$ cat config.mk
export PLATFORM = sky130hd
export DESIGN_NAME = first_fit_region_allocator_core
export DESIGN_NICKNAME = d
export VERILOG_FILES = /design/src/rtl/ffra_pkg.sv /design/src/rtl/ffra_datapath.sv /design/src/rtl/ffra_ctrl.sv /design/src/rtl/first_fit_region_allocator_core.sv
export SDC_FILE = /design/constraint.sdc
export NUM_CORES = 2
export LEC_CHECK = 0
export BUFFER_PORTS_ARGS = -buffer_cell sky130_fd_sc_hd__buf_2
export CAP_MARGIN = 40
export CORE_UTILIZATION = 55
export DETAILED_ROUTE_END_ITERATION = 7
export PLACE_DENSITY_LB_ADDON = 0.15
export SYNTH_ARGS = -nofsm -noshare
export SYNTH_HDL_FRONTEND = slang
export SYNTH_SLANG_ARGS = --single-unit
$ cat constraint.sdc
create_clock -name clk -period 8.8 [get_ports clk]
set_clock_uncertainty 0.1 [all_clocks]
set_input_delay 0.44 -clock clk [delete_from_list [all_inputs] [get_ports clk]]
set_output_delay 0.44 -clock clk [all_outputs]
set_load 0.02 [all_outputs]
$ cat src/rtl/ffra_pkg.sv
`default_nettype none
package ffra_pkg;

  // result status codes
  localparam logic [2:0] ST_OK       = 3'd0;
  localparam logic [2:0] ST_ZERO     = 3'd1;
  localparam logic [2:0] ST_NOFIT    = 3'd2;
  localparam logic [2:0] ST_FULL     = 3'd3;
  localparam logic [2:0] ST_NOTFOUND = 3'd4;

  // item operation codes
  localparam logic OP_ALLOC = 1'b0;
  localparam logic OP_FREE  = 1'b1;

  localparam logic [15:0] POOL_RESET = 16'd1000;

  // controller -> datapath commands
  typedef struct packed {
    logic load;      // capture item fields, clear scan index
    logic scan_inc;  // advance scan index
    logic split;     // split segment at scan index (shift up sweep start)
    logic shift_up;  // one step of upward shift
    logic mark_use;  // mark scan entry allocated
    logic merge_nxt; // merge scan entry with its successor
    logic merge_prv; // merge scan entry into predecessor
    logic mark_free; // mark scan entry free
    logic shift_dn;  // one step of downward shift
  } ffra_cmd_t;

  // datapath -> controller status
  typedef struct packed {
    logic scan_end;   // scan index at segment count
    logic alloc_hit;  // scan entry free and long enough
    logic exact;      // scan entry length equals request
    logic free_hit;   // scan entry allocated and starts at address
    logic full;       // table has no spare entry
    logic up_done;    // upward shift reached the split point
    logic dn_done;    // downward shift reached the top
    logic nxt_free;   // successor exists and is free
    logic prv_free;   // predecessor exists and is free
    logic zero_req;   // request size is zero
    logic is_free_op; // item is a free
  } ffra_sts_t;

endpackage
`default_nettype wire

$ cat src/rtl/ffra_datapath.sv
`default_nettype none
module ffra_datapath #(
  parameter int MAX_SEGMENTS = 16,
  parameter int ADDR_BITS    = 16
) (
  input  wire                    clk,
  input  wire                    rst_n,
  input  wire                    cfg_we,
  input  wire [15:0]             cfg_data,
  input  ffra_pkg::ffra_cmd_t    cmd,
  input  wire                    in_operation,
  input  wire [15:0]             in_request_size,
  input  wire [15:0]             in_release_address,
  output ffra_pkg::ffra_sts_t    sts,
  output logic [15:0]            addr_out
);
  import ffra_pkg::*;

  localparam int IW = $clog2(MAX_SEGMENTS);
  localparam int CW = $clog2(MAX_SEGMENTS + 1);

  logic [ADDR_BITS-1:0] seg_start_r [MAX_SEGMENTS];
  logic [ADDR_BITS-1:0] seg_len_r   [MAX_SEGMENTS];
  logic [MAX_SEGMENTS-1:0] seg_use_r;
  logic [CW-1:0] count_r;
  logic [CW-1:0] idx_r;   // scan index
  logic [CW-1:0] sh_r;    // shift pointer
  logic op_r;
  logic [ADDR_BITS-1:0] size_r;
  logic [ADDR_BITS-1:0] rel_r;
  logic [15:0] rel_echo_r;

  logic [IW-1:0] ix, ixn, ixp, shi, shim;
  assign ix   = idx_r[IW-1:0];
  assign ixn  = IW'(idx_r + CW'(1));
  assign ixp  = IW'(idx_r - CW'(1));
  assign shi  = sh_r[IW-1:0];
  assign shim = IW'(sh_r - CW'(1));

  logic [ADDR_BITS-1:0] cur_start, cur_len;
  logic cur_use;
  assign cur_start = seg_start_r[ix];
  assign cur_len   = seg_len_r[ix];
  assign cur_use   = seg_use_r[ix];

  // status to controller
  always_comb begin
    sts.scan_end   = (idx_r >= count_r);
    sts.alloc_hit  = !cur_use && (cur_len >= size_r);
    sts.exact      = (cur_len == size_r);
    sts.free_hit   = cur_use && (cur_start == rel_r);
    sts.full       = (count_r >= CW'(MAX_SEGMENTS));
    sts.up_done    = (sh_r <= idx_r + CW'(1));
    sts.dn_done    = (sh_r >= count_r);
    sts.nxt_free   = (idx_r + CW'(1) < count_r) && !seg_use_r[ixn];
    sts.prv_free   = (idx_r != '0) && !seg_use_r[ixp];
    sts.zero_req   = (size_r == '0);
    sts.is_free_op = (op_r == OP_FREE);
  end

  // result address: entry start on alloc, echo on free
  always_comb begin
    addr_out = (op_r == OP_FREE) ? rel_echo_r : 16'(cur_start);
  end

  // control registers
  always_ff @(posedge clk) begin
    if (!rst_n) begin
      count_r   <= CW'(1);
      seg_use_r <= '0;
      idx_r     <= '0;
      sh_r      <= '0;
    end else if (cfg_we) begin
      count_r   <= CW'(1);
      seg_use_r <= '0;
    end else begin
      if (cmd.load) idx_r <= '0;
      if (cmd.scan_inc) idx_r <= idx_r + CW'(1);
      if (cmd.split) begin
        sh_r    <= count_r;
        count_r <= count_r + CW'(1);
      end
      if (cmd.shift_up) begin
        seg_use_r[shi] <= seg_use_r[shim];
        sh_r <= sh_r - CW'(1);
      end
      if (cmd.mark_use) seg_use_r[ix] <= 1'b1;
      // split remainder is free
      if (cmd.mark_use && !sts.exact) seg_use_r[ixn] <= 1'b0;
      if (cmd.mark_free) seg_use_r[ix] <= 1'b0;
      if (cmd.merge_nxt) begin
        seg_use_r[ix] <= 1'b0;
        sh_r    <= idx_r + CW'(1);
        count_r <= count_r - CW'(1);
      end
      if (cmd.merge_prv) begin
        sh_r    <= idx_r;
        count_r <= count_r - CW'(1);
      end
      if (cmd.shift_dn) begin
        seg_use_r[shi] <= seg_use_r[IW'(sh_r + CW'(1))];
        sh_r <= sh_r + CW'(1);
      end
    end
  end

  // segment table payload
  always_ff @(posedge clk) begin
    if (!rst_n || cfg_we) begin
      seg_start_r[0] <= '0;
      seg_len_r[0]   <= ADDR_BITS'(rst_n ? cfg_data : POOL_RESET);
    end else begin
      if (cmd.load) begin
        op_r       <= in_operation;
        size_r     <= ADDR_BITS'(in_request_size);
        rel_r      <= ADDR_BITS'(in_release_address);
        rel_echo_r <= in_release_address;
      end
      if (cmd.shift_up) begin
        seg_start_r[shi] <= seg_start_r[shim];
        seg_len_r[shi]   <= seg_len_r[shim];
      end
      // split completes when the hole sits just above the scan entry
      if (cmd.mark_use && !sts.exact) begin
        seg_start_r[ixn] <= cur_start + size_r;
        seg_len_r[ixn]   <= cur_len - size_r;
        seg_len_r[ix]    <= size_r;
      end
      if (cmd.merge_nxt) seg_len_r[ix] <= cur_len + seg_len_r[ixn];
      if (cmd.merge_prv) seg_len_r[ixp] <= seg_len_r[ixp] + cur_len;
      if (cmd.shift_dn) begin
        seg_start_r[shi] <= seg_start_r[IW'(sh_r + CW'(1))];
        seg_len_r[shi]   <= seg_len_r[IW'(sh_r + CW'(1))];
      end
    end
  end

`ifndef SYNTHESIS
  a_count_range: assert property (@(posedge clk) disable iff (!rst_n)
    count_r >= CW'(1) && count_r <= CW'(MAX_SEGMENTS))
    else $error("segment count out of range");
  a_cfg_reset: assert property (@(posedge clk) disable iff (!rst_n)
    cfg_we |=> count_r == CW'(1) && seg_use_r == '0)
    else $error("config write did not rebuild table");
  a_split_grows: assert property (@(posedge clk) disable iff (!rst_n)
    cmd.split && !cfg_we |=> count_r == $past(count_r) + CW'(1))
    else $error("split did not grow table");
`endif
endmodule
`default_nettype wire

$ cat src/rtl/ffra_ctrl.sv
`default_nettype none
module ffra_ctrl (
  input  wire                  clk,
  input  wire                  rst_n,
  input  wire                  start,
  output logic                 busy,
  input  ffra_pkg::ffra_sts_t  sts,
  output ffra_pkg::ffra_cmd_t  cmd,
  output logic                 done,
  output logic [2:0]           status
);
  import ffra_pkg::*;

  typedef enum logic [3:0] {
    S_IDLE, S_DISPATCH, S_ASCAN, S_SHUP, S_AFIN,
    S_FSCAN, S_FNXT, S_SHDN1, S_FPRV, S_SHDN2, S_FDONE
  } state_t;

  state_t state_r, state_nxt;
  logic done_nxt;
  logic [2:0] status_nxt;

  assign busy = (state_r != S_IDLE);

  always_comb begin
    state_nxt  = state_r;
    cmd        = '0;
    done_nxt   = 1'b0;
    status_nxt = status;
    unique case (state_r)
      S_IDLE: if (start) begin
        cmd.load  = 1'b1;
        state_nxt = S_DISPATCH;
      end
      S_DISPATCH: begin
        if (sts.is_free_op) state_nxt = S_FSCAN;
        else if (sts.zero_req) begin
          done_nxt = 1'b1; status_nxt = ST_ZERO; state_nxt = S_IDLE;
        end else state_nxt = S_ASCAN;
      end
      // first-fit search
      S_ASCAN: begin
        if (sts.scan_end) begin
          done_nxt = 1'b1; status_nxt = ST_NOFIT; state_nxt = S_IDLE;
        end else if (sts.alloc_hit) begin
          if (sts.exact) begin
            cmd.mark_use = 1'b1; state_nxt = S_AFIN;
          end else if (sts.full) begin
            done_nxt = 1'b1; status_nxt = ST_FULL; state_nxt = S_IDLE;
          end else begin
            cmd.split = 1'b1; state_nxt = S_SHUP;
          end
        end else cmd.scan_inc = 1'b1;
      end
      S_SHUP: begin
        if (sts.up_done) begin
          cmd.mark_use = 1'b1; state_nxt = S_AFIN;
        end else cmd.shift_up = 1'b1;
      end
      S_AFIN: begin
        done_nxt = 1'b1; status_nxt = ST_OK; state_nxt = S_IDLE;
      end
      // address match search
      S_FSCAN: begin
        if (sts.scan_end) begin
          done_nxt = 1'b1; status_nxt = ST_NOTFOUND; state_nxt = S_IDLE;
        end else if (sts.free_hit) begin
          if (sts.nxt_free) begin
            cmd.merge_nxt = 1'b1; state_nxt = S_SHDN1;
          end else begin
            cmd.mark_free = 1'b1; state_nxt = S_FNXT;
          end
        end else cmd.scan_inc = 1'b1;
      end
      S_FNXT, S_SHDN1: begin
        if (state_r == S_SHDN1 && !sts.dn_done) cmd.shift_dn = 1'b1;
        else state_nxt = S_FPRV;
      end
      S_FPRV: begin
        if (sts.prv_free) begin
          cmd.merge_prv = 1'b1; state_nxt = S_SHDN2;
        end else state_nxt = S_FDONE;
      end
      S_SHDN2: begin
        if (sts.dn_done) state_nxt = S_FDONE;
        else cmd.shift_dn = 1'b1;
      end
      S_FDONE: begin
        done_nxt = 1'b1; status_nxt = ST_OK; state_nxt = S_IDLE;
      end
      default: state_nxt = S_IDLE;
    endcase
  end

  // state and registered result strobe
  always_ff @(posedge clk) begin
    if (!rst_n) begin
      state_r <= S_IDLE;
      done    <= 1'b0;
      status  <= ST_OK;
    end else begin
      state_r <= state_nxt;
      done    <= done_nxt;
      status  <= status_nxt;
    end
  end

`ifndef SYNTHESIS
  a_done_idle: assert property (@(posedge clk) disable iff (!rst_n)
    done |-> state_r == S_IDLE)
    else $error("result strobe outside idle");
  a_done_pulse: assert property (@(posedge clk) disable iff (!rst_n)
    done |=> !done)
    else $error("result strobe longer than one cycle");
  a_load_start: assert property (@(posedge clk) disable iff (!rst_n)
    cmd.load |-> start && !busy)
    else $error("item loaded without start");
`endif
endmodule
`default_nettype wire

$ cat src/rtl/first_fit_region_allocator_core.sv
// First-fit region allocator. Pulse start with an item while busy is low;
// exactly one result follows on out_valid for a single cycle, which the
// receiver cannot stall. The table is kept in registers and walked one
// entry per cycle by the search, then shifted one entry per cycle on a
// split or a merge. Write cfg_pool_size only while busy is low and no
// result is pending; it rebuilds the table to one free segment, seen from
// the cycle after the write.
`default_nettype none
module first_fit_region_allocator_core #(
  parameter int MAX_SEGMENTS = 16,
  parameter int ADDR_BITS    = 16
) (
  input  wire         clk,
  input  wire         rst_n,
  input  wire         start,
  output logic        busy,
  input  wire         in_operation,
  input  wire  [15:0] in_request_size,
  input  wire  [15:0] in_release_address,
  output logic        out_valid,
  output logic [15:0] out_region_address,
  output logic [2:0]  out_status,
  input  wire         cfg_we,
  input  wire  [15:0] cfg_pool_size
);
  import ffra_pkg::*;

  ffra_cmd_t cmd;
  ffra_sts_t sts;
  logic [15:0] addr;
  logic [2:0] st;

  ffra_ctrl u_ctrl (
    .clk, .rst_n, .start, .busy, .sts, .cmd,
    .done(out_valid), .status(st)
  );

  ffra_datapath #(.MAX_SEGMENTS(MAX_SEGMENTS), .ADDR_BITS(ADDR_BITS)) u_dp (
    .clk, .rst_n, .cfg_we, .cfg_data(cfg_pool_size), .cmd,
    .in_operation, .in_request_size, .in_release_address,
    .sts, .addr_out(addr)
  );

  // address is zero on failed allocate
  assign out_status = st;
  assign out_region_address = (st == ST_OK || sts.is_free_op) ? addr : 16'd0;

endmodule
`default_nettype wire

==> summary.md <==
| Metric | Value |
|---|---|
| Status | complete, but fails checks |
| Failing checks | design-rule violations |
| I/O pin cnt | 74 |
| Setup CP Type | flip-flop to flip-flop |
| Endpoint, Worst Hold | u_ctrl.state_r[0] |
| Max Freq | ~140 MHz |
| Routed WL per cell | 36.62 um |
| Post-synth EDFFs | 545 |
| Commonest non-fill, non-tap cell in the layout | mux4_2 |
| Full die area | roughly 81,000 um2 |
| Post-CTS Setup Repair Bufs | 0 |
| Critical Path RT | 9.06 ns |
| TritonCTS clock tree | yes |
| Post-Syn Nets | ~3,400 |
| Worst Min Path Start | start |
| Mean Syn Cell Area | 13.40 um2 |
| PortBufs | 73 |
| Worst Hold Path Cells | 4 |
| Die span in y | ~290 um |
| Fin Hold WS | 0.1824 ns |
| Post-layout nets | between 3,000 and 4,000 |
| Clock Sinks | 588 |
| Yosys top cell by area | edfxtp_1 |
| Initial Util | 0.5573 |
| Grt ovf | 0 |
| Startpoint Class | flip-flop |
| Leakage power total | around 16 nW |
| Crit path time final | just over 7 ns |
| Worst path cell trace | clkinv_1 -> ha_4 -> buf_12 -> mux4_2 -> mux4_2 -> ha_1 -> fa_1 -> a21o_1 -> a21oi_1 -> o21ai_0 -> o211a_1 -> a41o_1 -> o41ai_1 -> o21ai_0 -> xor2_1 -> a21oi_1 -> buf_4 -> a21oi_1 |
| CORE AREA | 79,260 um2 |
| Clk_lat worst skew | approximately 0.66 ns |
| Slew HR | 0.3616 |
| Rows | just over 100 |
| Drt first pass iters | 8 |
| Critical Path AT | around 7.4 ns |
| Gr usage total | 0.4004 |
| Mapped cell area | between 40,000 and 50,000 um2 |
| Non-filler cells, final | between 4,000 and 5,000 |
| Clock root buffer | clkbuf_16 |
| Least-Margin Pin Slew | between 0.9 and 1 ns |
| Reg-to-Reg Start | u_dp.idx_r[0] |
| Pwr dens | between 200 and 250 nW/um2 |
| Largest cells by area after synthesis | edfxtp_1 37%, mux4_2 32%, ha_1 2.6% |
| RD Place Congestion | about 1 |
| Final ANT Viol Nets | 0 |
| Routed Wire Length | 162,700 um |
| Distinct cell type count of the synthesized netlist | 87 |
| First-pass GRT wire length | 235,900 um |
| Main synth FF type | edfxtp_1 |
| CP max FO | between 50 and 60 |
| H-tree levels | 3 |
| Hold crit path type | input pin to flip-flop |
| Asr flop ratio synth | 0 |
| Initial DRC count | 6,451 |
| Drt via density | slightly below 8 |
| CP Capture Type | flip-flop |
| RSZ-0062 raised after global routing | false |
| Design Power | approximately 10 mW |
| Initial antenna violation count | 0 |
| Clk slew on worst S/H paths | approximately 0.070 ns |
| Reg-to-reg endpoint | u_dp.seg_len_r[14][14] |
| Most frequent cells in the layout | 631 x mux4_2, 545 x edfxtp_1, 220 x nand2_1, 220 x a21oi_1, 210 x nor2_1 |
| CP most frequent cell | a21oi_1 |
| Max cap viols | 0 |
| Setup TNS | 0 ns |
| Final worst-path cycle share | 0.8106 |
| DIE WIDTH | 285.4 um |
| Yosys warns | 0 |
| Max clock buf depth | 3 |
| Syn-to-layout area delta | 11.55% |
| CP peak stage delay | 0.87 ns |
| Worst IR Drop VDD | 0.1817 mV |
| Residual DRC | 1 |
| Yosys reg bits | approximately 600 |
| Final hold violation count | 0 |
| Reg2Reg Depth | 18 |
| DP Cell Count | ~4,300 |
| Internal reg-to-reg setup slack | between 1.5 and 2 ns |
| Cells after Synth | 3,297 |
| Estimated wirelength of the detail-placed design | between 100,000 and 150,000 um |
| Number of global-route vias before repair | between 30,000 and 40,000 |
| Largest net degree at the start of global routing | 86 |
| Final slew viol count | 0 |
| Top cell type's share of synthesized area | 0.3705 |
| Seq/Total Area, Yosys | 0.3900 |
| Num CTS Buffers | 69 |
| Crit-path slowest cell | dfxtp_4 |
| Share of cells above drive strength 1 | 0.3320 |
| Final setup fails | 0 |
| Vias | between 30,000 and 40,000 |
-- flip-flops by register name (all words and copies together), names as in the netlist, named ones only --
name / flops
u_ctrl.status: 3
u_dp.seg_start_r: 256
u_dp.count_r: 5
u_ctrl.done: 1
u_dp.seg_use_r: 16
u_dp.size_r: 16
u_dp.sh_r: 5
u_dp.rel_r: 16
u_ctrl.state_r: 4
u_dp.seg_len_r: 256
u_dp.op_r: 1
u_dp.idx_r: 5
-- worst max-delay path: cells and delay by family, from the launching register on --
| kind | cells | cell delay, ns |
|---|---|---|
| buf+inv | 3 | 1.03 |
| compound gates | 9 | 2.18 |
| mux | 2 | 0.86 |
| flops | 1 | 0.87 |
| xor+xnor | 1 | 0.18 |
| fa+ha+maj | 3 | 1.56 |
-- through the flow --
| step | cell area (um2) | setup slack [ns] | util |
|---|---|---|---|
| global placement | 45780 | 1.812 | 0.5776 |
| floorplan | 44170 | 1.660 | - |
| detailed placement | 46570 | 1.842 | 0.5876 |
| CTS | 49270 | 1.785 | 0.6217 |
| global route | 49270 | 1.278 | 0.6217 |
| finish | 49280 | 1.667 | 0.6217 |
-- logic make-up after synthesis --
| family | Yosys count | synth area share |
|---|---|---|
| AO/OA/AOI/OAI | 713 | 0.1031 |
| XOR/XNOR | 77 | 0.01544 |
| adder cells (fa/ha/maj) | 97 | 0.02815 |
| buffers and inverters | 349 | 0.03662 |
| flip-flops | 588 | 0.3900 |
| multiplexers | 768 | 0.3546 |
| AND/OR/NAND/NOR | 705 | 0.07217 |
-- worst max path at each step --
stage                              from                     end  cells past startpoint
final                     u_dp.idx_r[0]  u_dp.seg_len_r[14][14]                     18
after CTS                 u_dp.idx_r[0]  u_dp.seg_len_r[14][14]                     18
after global placement    u_dp.idx_r[0]    u_dp.seg_len_r[9][4]                     14
after floorplan           u_dp.idx_r[0]  u_dp.seg_len_r[10][14]                     24
after global routing      u_dp.idx_r[0]  u_dp.seg_len_r[14][14]                     18
after detailed placement  u_dp.idx_r[0]   u_dp.seg_len_r[0][14]                     18
-- routing by layer --
metal  global-route usage  up-vias  share of wire
li1                     -    13680              -
met1               0.5320    17470           0.34
met2               0.5793     3330           0.43
met3               0.1456      588           0.16
met4               0.2078        0          0.062
met5                    0        -              0
-- repair_timing --
item                       CTS  global route
hold buffers                33             0
setup endpoints to repair    0             0
gates resized for setup      0             0
hold endpoints to repair    33             0
-- area by class of cell --
class / count / area (um2)
Sequential cell: 588 / 17250
Clock inverter: 39 / 610.6
Tap cell: 1050 / 1314
Clock buffer: 79 / 1764
Antenna cell: 1 / 2.502
Timing Repair Buffer: 266 / 2367
Multi-Input combinational cell: 2360 / 25740
Inverter: 60 / 232.7
Fill cell: 5939 / 29980
-- Yosys cell counts (all sizes together), types with 7 or more instances --
library cell  count
mux4            631
edfxtp          545
a21oi           250
nor2            237
nand2           220
o21ai           210
buf             168
clkbuf          121
mux2i           107
ha               93
nand3            83
inv              57
nor3             48
xnor2            46
dfxtp            43
a21o             31
xor2             31
mux2             30
nor2b            25
a22oi            22
o22ai            22
o2111ai          20
o211ai           17
a22o             16
and3             15
nor4             15
a211oi           14
a32oi            13
nand4            13
or3              12
nand2b           11
o21a             11
a31oi            10
and2              8
o21bai            7
-- where the power goes --
| group | total, mW | switching, mW | internal, mW |
|---|---|---|---|
| Sequential | 3.29 | 0.156 | 3.14 |
| Combinational | 4.04 | 2.19 | 1.85 |
| Clock | 3.05 | 1.29 | 1.76 |
| Total | 10.4 | 3.63 | 6.75 |
Note: power is estimated with default switching activity, not from simulation.
